**config.mk**
```make
export PLATFORM = sky130hd
export DESIGN_NAME = grid_line_rasterizer_3d
export DESIGN_NICKNAME = d
export VERILOG_FILES = /design/src/hw/rtl/gl3d_pkg.sv /design/src/hw/rtl/gl3d_ctrl.sv /design/src/hw/rtl/gl3d_datapath.sv /design/src/hw/rtl/grid_line_rasterizer_3d.sv
export SDC_FILE = /design/constraint.sdc
export NUM_CORES = 1
export LEC_CHECK = 0
export BUFFER_PORTS_ARGS = -buffer_cell sky130_fd_sc_hd__buf_2
export CORE_MARGIN = 4
export CORE_UTILIZATION = 51
export DETAILED_ROUTE_END_ITERATION = 10
export PLACE_DENSITY = 0.72
export SYNTH_ARGS = -nofsm -noshare
export SYNTH_HDL_FRONTEND = slang
export SYNTH_SLANG_ARGS = --single-unit
```
**constraint.sdc**
```tcl
create_clock -name clk -period 5 [get_ports clk]
set_clock_uncertainty 0.2 [all_clocks]
set_input_delay 1 -clock clk [delete_from_list [all_inputs] [get_ports clk]]
set_output_delay 1 -clock clk [all_outputs]
set_load 0.005 [all_outputs]
```
**src/hw/rtl/gl3d_pkg.sv**
```systemverilog
package gl3d_pkg;

  // Coordinate width of every coordinate field in the input and result
  localparam int COORD_W = 16;

  // Default limit on the major-axis span
  localparam int MAX_SPAN_DEF = 63;

  // One line request
  typedef struct packed {
    logic signed [COORD_W-1:0] start_x;
    logic signed [COORD_W-1:0] start_y;
    logic signed [COORD_W-1:0] start_z;
    logic signed [COORD_W-1:0] end_x;
    logic signed [COORD_W-1:0] end_y;
    logic signed [COORD_W-1:0] end_z;
  } in_req_t;

  // One emitted cell
  typedef struct packed {
    logic signed [COORD_W-1:0] cell_x;
    logic signed [COORD_W-1:0] cell_y;
    logic signed [COORD_W-1:0] cell_z;
    logic                      last;
    logic                      span_error;
  } out_res_t;

  // Controller to datapath commands
  typedef struct packed {
    logic load;       // capture start and end
    logic delta;      // register deltas and step directions
    logic major;      // pick major axis, check span
    logic init;       // seed error terms and cell counter
    logic emit_cell;  // present current cell, then step
    logic emit_err;   // present the span error result
  } ctrl_cmd_t;

  // Datapath to controller status
  typedef struct packed {
    logic span_err;   // major delta above the limit
    logic last_cell;  // current cell is the end cell
  } dp_sts_t;

endpackage

```
**src/hw/rtl/gl3d_ctrl.sv**
```systemverilog
module gl3d_ctrl
  import gl3d_pkg::*;
(
  input  logic      clk,
  input  logic      rst_n,
  input  logic      start,
  input  dp_sts_t   sts,
  output ctrl_cmd_t cmd,
  output logic      busy
);

  typedef enum logic [5:0] {
    S_IDLE  = 6'b000001,
    S_DELTA = 6'b000010,
    S_MAJOR = 6'b000100,
    S_INIT  = 6'b001000,
    S_RUN   = 6'b010000,
    S_ERR   = 6'b100000
  } state_t;

  state_t state_r, state_nxt;

  // Next state
  always_comb begin
    state_nxt = state_r;
    unique case (state_r)
      S_IDLE:  if (start) state_nxt = S_DELTA;
      S_DELTA: state_nxt = S_MAJOR;
      S_MAJOR: state_nxt = S_INIT;
      S_INIT:  state_nxt = sts.span_err ? S_ERR : S_RUN;
      S_RUN:   if (sts.last_cell) state_nxt = S_IDLE;
      S_ERR:   state_nxt = S_IDLE;
      default: state_nxt = S_IDLE;
    endcase
  end

  always_ff @(posedge clk) begin
    if (!rst_n) begin
      state_r <= S_IDLE;
    end else begin
      state_r <= state_nxt;
    end
  end

  // Commands
  always_comb begin
    cmd           = '0;
    cmd.load      = (state_r == S_IDLE) && start;
    cmd.delta     = (state_r == S_DELTA);
    cmd.major     = (state_r == S_MAJOR);
    cmd.init      = (state_r == S_INIT);
    cmd.emit_cell = (state_r == S_RUN);
    cmd.emit_err  = (state_r == S_ERR);
  end

  assign busy = (state_r != S_IDLE);

endmodule

```
**src/hw/rtl/gl3d_datapath.sv**
```systemverilog
module gl3d_datapath
  import gl3d_pkg::*;
#(
  parameter int MAX_SPAN = MAX_SPAN_DEF
) (
  input  logic      clk,
  input  logic      rst_n,
  input  in_req_t   in_req,
  input  ctrl_cmd_t cmd,
  output dp_sts_t   sts,
  output logic      out_valid,
  output out_res_t  out_res
);

  localparam int SW = $clog2(MAX_SPAN + 1);  // span / counter width
  localparam int ES = SW + 2;                 // error term width, signed

  logic [COORD_W-1:0]   p_r   [3];
  logic [COORD_W-1:0]   e_r   [3];
  logic [COORD_W-1:0]   d_r   [3];
  logic                 neg_r [3];
  logic signed [ES-1:0] er_r  [3];
  logic signed [ES-1:0] inc_r [3];
  logic signed [ES-1:0] dec_r [3];
  logic [2:0]           maj_r;
  logic                 span_err_r;
  logic [SW-1:0]        dmaj_r;
  logic [SW-1:0]        cnt_r;
  logic                 out_valid_r;
  out_res_t             out_r;

  logic [COORD_W:0]     diff     [3];
  logic [COORD_W-1:0]   absd     [3];
  logic [2:0]           maj_sel;
  logic [COORD_W-1:0]   dsel;
  logic signed [ES-1:0] inc_c    [3];
  logic signed [ES-1:0] dec_c    [3];
  logic signed [ES-1:0] er0_c    [3];
  logic                 step_c   [3];
  logic [COORD_W-1:0]   p_step   [3];
  logic signed [ES-1:0] er_step  [3];

  // Deltas and step directions
  always_comb begin
    for (int a = 0; a < 3; a++) begin
      diff[a] = {e_r[a][COORD_W-1], e_r[a]} - {p_r[a][COORD_W-1], p_r[a]};
      absd[a] = diff[a][COORD_W] ? (~diff[a][COORD_W-1:0] + 1'b1)
                                 : diff[a][COORD_W-1:0];
    end
  end

  // Major axis pick, ties to x then y
  always_comb begin
    if (d_r[0] >= d_r[1] && d_r[0] >= d_r[2]) begin
      maj_sel = 3'b001;
      dsel    = d_r[0];
    end else if (d_r[1] >= d_r[2]) begin
      maj_sel = 3'b010;
      dsel    = d_r[1];
    end else begin
      maj_sel = 3'b100;
      dsel    = d_r[2];
    end
  end

  // Error seeds: 2*d - dmaj, with 2*d added and 2*dmaj taken on a step
  always_comb begin
    for (int a = 0; a < 3; a++) begin
      inc_c[a] = {1'b0, d_r[a][SW-1:0], 1'b0};
      dec_c[a] = inc_c[a] - {1'b0, dmaj_r, 1'b0};
      er0_c[a] = inc_c[a] - {2'b00, dmaj_r};
    end
  end

  // One Bresenham step
  always_comb begin
    for (int a = 0; a < 3; a++) begin
      step_c[a]  = maj_r[a] || !er_r[a][ES-1];
      p_step[a]  = !step_c[a] ? p_r[a] :
                   (neg_r[a] ? (p_r[a] - COORD_W'(1)) : (p_r[a] + COORD_W'(1)));
      er_step[a] = er_r[a] + (step_c[a] ? dec_r[a] : inc_r[a]);
    end
  end

  // Datapath registers
  always_ff @(posedge clk) begin
    if (cmd.load) begin
      p_r[0] <= in_req.start_x;
      p_r[1] <= in_req.start_y;
      p_r[2] <= in_req.start_z;
      e_r[0] <= in_req.end_x;
      e_r[1] <= in_req.end_y;
      e_r[2] <= in_req.end_z;
    end
    if (cmd.delta) begin
      for (int a = 0; a < 3; a++) begin
        d_r[a]   <= absd[a];
        neg_r[a] <= diff[a][COORD_W];
      end
    end
    if (cmd.major) begin
      maj_r      <= maj_sel;
      span_err_r <= (dsel > COORD_W'(MAX_SPAN));
      dmaj_r     <= dsel[SW-1:0];
    end
    if (cmd.init) begin
      for (int a = 0; a < 3; a++) begin
        er_r[a]  <= er0_c[a];
        inc_r[a] <= inc_c[a];
        dec_r[a] <= dec_c[a];
      end
      cnt_r <= dmaj_r;
    end
    if (cmd.emit_cell) begin
      for (int a = 0; a < 3; a++) begin
        p_r[a]  <= p_step[a];
        er_r[a] <= er_step[a];
      end
      cnt_r <= cnt_r - SW'(1);
    end
  end

  // Result register
  always_ff @(posedge clk) begin
    if (cmd.emit_cell) begin
      out_r.cell_x     <= p_r[0];
      out_r.cell_y     <= p_r[1];
      out_r.cell_z     <= p_r[2];
      out_r.last       <= (cnt_r == '0);
      out_r.span_error <= 1'b0;
    end else if (cmd.emit_err) begin
      out_r.cell_x     <= '0;
      out_r.cell_y     <= '0;
      out_r.cell_z     <= '0;
      out_r.last       <= 1'b1;
      out_r.span_error <= 1'b1;
    end
  end

  always_ff @(posedge clk) begin
    if (!rst_n) begin
      out_valid_r <= 1'b0;
    end else begin
      out_valid_r <= cmd.emit_cell || cmd.emit_err;
    end
  end

  assign sts.span_err  = span_err_r;
  assign sts.last_cell = (cnt_r == '0);
  assign out_valid     = out_valid_r;
  assign out_res       = out_r;

`ifndef ASSERT_OFF
  // Span error result carries no cell and ends the line
  a_err_shape: assert property (@(posedge clk) disable iff (!rst_n)
    out_valid_r && out_r.span_error |->
      out_r.last && out_r.cell_x == '0 && out_r.cell_y == '0 && out_r.cell_z == '0)
    else $error("span error result malformed");

  // Cells of one line come on consecutive cycles
  a_no_gap: assert property (@(posedge clk) disable iff (!rst_n)
    out_valid_r && !out_r.last |=> out_valid_r)
    else $error("gap inside a line");

  // Consecutive cells of one line differ (major axis always moves)
  a_moves: assert property (@(posedge clk) disable iff (!rst_n)
    out_valid_r && !out_r.last |=>
      out_r.cell_x != $past(out_r.cell_x) || out_r.cell_y != $past(out_r.cell_y) ||
      out_r.cell_z != $past(out_r.cell_z))
    else $error("repeated cell inside a line");
`endif

endmodule

```
**src/hw/rtl/grid_line_rasterizer_3d.sv**
```systemverilog
// Channel   Ports                   Transfer
// input     start, busy, in_req     taken when start is high and busy is low
// result    out_valid, out_res      one cycle per cell, strobed by out_valid
//
// A line of N cells passes load, delta, major pick and error seed, then gets
// one cell per cycle from the step loop (N = major delta + 1, at most
// MAX_SPAN + 1). A span error gives one error result in place of the cells.
// busy is high from the cycle after a request until its last result is issued.
// Reset is synchronous, active low; it idles the controller and drops out_valid.
// The receiver cannot stall: every strobed result is taken in its cycle.
module grid_line_rasterizer_3d
  import gl3d_pkg::*;
#(
  parameter int MAX_SPAN = MAX_SPAN_DEF
) (
  input  logic     clk,
  input  logic     rst_n,
  input  logic     start,
  output logic     busy,
  input  in_req_t  in_req,
  output logic     out_valid,
  output out_res_t out_res
);

  ctrl_cmd_t cmd;
  dp_sts_t   sts;

  // Sequencer
  gl3d_ctrl u_ctrl (
    .clk   (clk),
    .rst_n (rst_n),
    .start (start),
    .sts   (sts),
    .cmd   (cmd),
    .busy  (busy)
  );

  // Step engine and result register
  gl3d_datapath #(
    .MAX_SPAN (MAX_SPAN)
  ) u_datapath (
    .clk       (clk),
    .rst_n     (rst_n),
    .in_req    (in_req),
    .cmd       (cmd),
    .sts       (sts),
    .out_valid (out_valid),
    .out_res   (out_res)
  );

endmodule
```
==> qor.yml <==
fin_nets: 2195
h-tree-depth: 1
max_freq_ghz: 0.265
drc: 0
synth-seq-cells: 280
num-fill-cells: 2898
cp.required_ns: 5.10
globalRouteTotalUtil: 0.209
seq_area_frac_synth: 0.457
fin_crit_sh: 0.756
clock_path_buffers: 3
dieArea_sq_um: 38800
grt_max_degree: 81
end_kind: "flip-flop"
slew_headroom: 0.277
die_h_um: 197
pre_cts_ws_ns: 1.28
syn_area_sq_um: 18200
firstDrtPassIters: 5
setup_ws_ns: 1.22
worst_pin_slew_ns: 1.08
routed_wl_um: 41100
cap_violations: 0
start_util: 0.522
final_common_cell: "edfxtp_1"
synthFlopType: "edfxtp_1"
ios: 151
holdBufCountCts: 0
numCtsBuffers: 31
cts_resized: 0
root_buffer: "clkbuf_16"
cts.sinks: 280
power_leakage_nw: 8.61
cp_max_fo: 7
grt_first_pass_wirelength_um: 67200
vias: 13300
worstSetupPathType: "reg2reg"
hold_class: "reg2reg"
drive_above_1_share: 0.136
synthCells: 1724
ant_nets: 0
status: "finished, final reports clean"
worstPathArrival_ns: 3.88
core_area_sq_um: 34900
clk_latency_ns: 0.56
synth.distinct_cells: 69
synth_edf_count: 272
num_rows: 68
rsz0062_at_grt: "false"
postSynthAreaPerCell_sq_um: 10.6
ys_warn_count: 0
setup_violations: 0
irDropWorstVdd_mv: 0.276
fin_crit_ns: 3.78
post_cts_buffers: 0
wl_per_cell_um: 17.3
synth_nets: 2032
gp_congestion: 0.884
async_flop_share: 0
layout_common_cells: "edfxtp_1, ha_1, nor2_1, buf_2, inv_1"
finalSetupTns_ns: 0
first_iter_violations: 1045
power_per_cell_area_nw_per_um2: 364
numPortBuffers: 150
holdWs_ns: 0.249
grt_pass1_vias: 13500
die_x_um: 197
hold_violations: 0
vias_per_cell: 5.62
path_clk_slew_ns: 0.06
antenna_found_initial: 1
maxSlewViolCount: 0
hpwl_um: 30900
start_kind: "flip-flop"
grt-ovfl-total: 0
cts_tree: "built"
area_growth_pct: 12.9
==> path summary, 6_finish.rpt <==
check                              from                     to  slack [ns]  depth (start not counted)
hold reg to reg   u_datapath.out_res[0]  u_datapath.out_res[0]        0.25                          2
hold / removal    u_datapath.out_res[0]  u_datapath.out_res[0]        0.25                          2
setup reg to reg   u_datapath.p_r[0][0]  u_datapath.d_r[0][15]        1.22                         12
setup / recovery   u_datapath.p_r[0][0]  u_datapath.d_r[0][15]        1.22                         12
==> registers in the layout, indices dropped and copies added (netlist names) <==
register,flops
u_datapath.dec_r,21
u_datapath.span_err_r,1
u_datapath.inc_r,18
u_datapath.cnt_r,6
u_datapath.maj_r,3
u_datapath.out_valid,1
u_datapath.d_r,48
u_datapath.e_r,48
u_datapath.p_r,48
u_datapath.neg_r,3
u_datapath.dmaj_r,6
u_ctrl.state_r,6
u_datapath.out_res,50
u_datapath.er_r,21
==> through the flow <==
step / utilization / power (W) / std cells / area [sq um]
after global placement: 0.559 / 0.00510 / 2309 / 19500
after global routing: 0.589 / 0.00790 / 2366 / 20600
after detailed placement: 0.559 / 0.00516 / 2309 / 19500
final: 0.589 / 0.00748 / 2366 / 20600
after floorplan: - / 0.00465 / 1724 / 18200
after CTS: 0.589 / 0.00751 / 2365 / 20600
==> critical path, cell delays in order, from the launching register on <==
cell and delay (ns):
edfxtp_1 0.40, ha_1 0.19, inv_1 0.05, fa_1 0.42
a211oi_1 0.29, nor2_1 0.10, o21ai_0 0.17, a22oi_1 0.11
or4_1 0.47, nor4_2 0.58, a41o_1 0.26, and4_1 0.19
o32ai_2 0.08
==> synth_stat cells, drive strengths merged (15+ instances only) <==
cell,instances,share of area
edfxtp,272,0.45
ha,194,0.13
nor2,157,0.032
inv,141,0.029
nand2,121,0.025
o21ai,118,0.032
a21oi,116,0.032
xnor2,104,0.050
a21o,54,0.022
xor2,48,0.023
nor3,36,0.010
nand2b,30,0.010
clkbuf,27,0.0056
mux2,22,0.014
nand3,22,0.0060
nor2b,21,0.0072
o31ai,18,0.0077
a211oi,17,0.0077
fa,15,0.016
==> power breakdown <==
group | leakage (nW) | internal, W | switching [W]
Clock | 0.508 | 0.00139 | 0.000954
Sequential | 2.52 | 0.00287 | 0.0000980
Combinational | 5.59 | 0.000889 | 0.00128
Total | 8.61 | 0.00515 | 0.00233
==> metal layers <==
layer  share of wire  vias to the layer above  track usage
met5               0                        -            0
met1            0.45                     6280        0.281
met4           0.026                        0       0.0637
li1                -                     6601            -
met2            0.48                      347        0.354
met3           0.048                       68       0.0292
==> area by class of cell <==
| cell class | instances | area (sq um) | share of cell area |
|---|---|---|---|
| clock inverters | 25 | 270 | 0.0131 |
| diodes | 1 | 2.50 | 0.000122 |
| flip-flops and latches | 280 | 8330 | 0.405 |
| multi-input cells | 1272 | 9260 | 0.450 |
| clock buffers | 31 | 776 | 0.0377 |
| repair buffers | 159 | 818 | 0.0398 |
| well taps | 455 | 569 | 0.0277 |
| inverters | 143 | 537 | 0.0261 |
==> logic make-up after synthesis <==
kind of cell	share of synthesized area
AOI/OAI and AO/OA	0.142
DFF	0.457
muxes	0.0202
buffers and inverters	0.0354
adders and majority gates	0.150
xor gates and xnor gates	0.0731
and+or+nand+nor	0.122
Power figures use the tool's default switching activity.
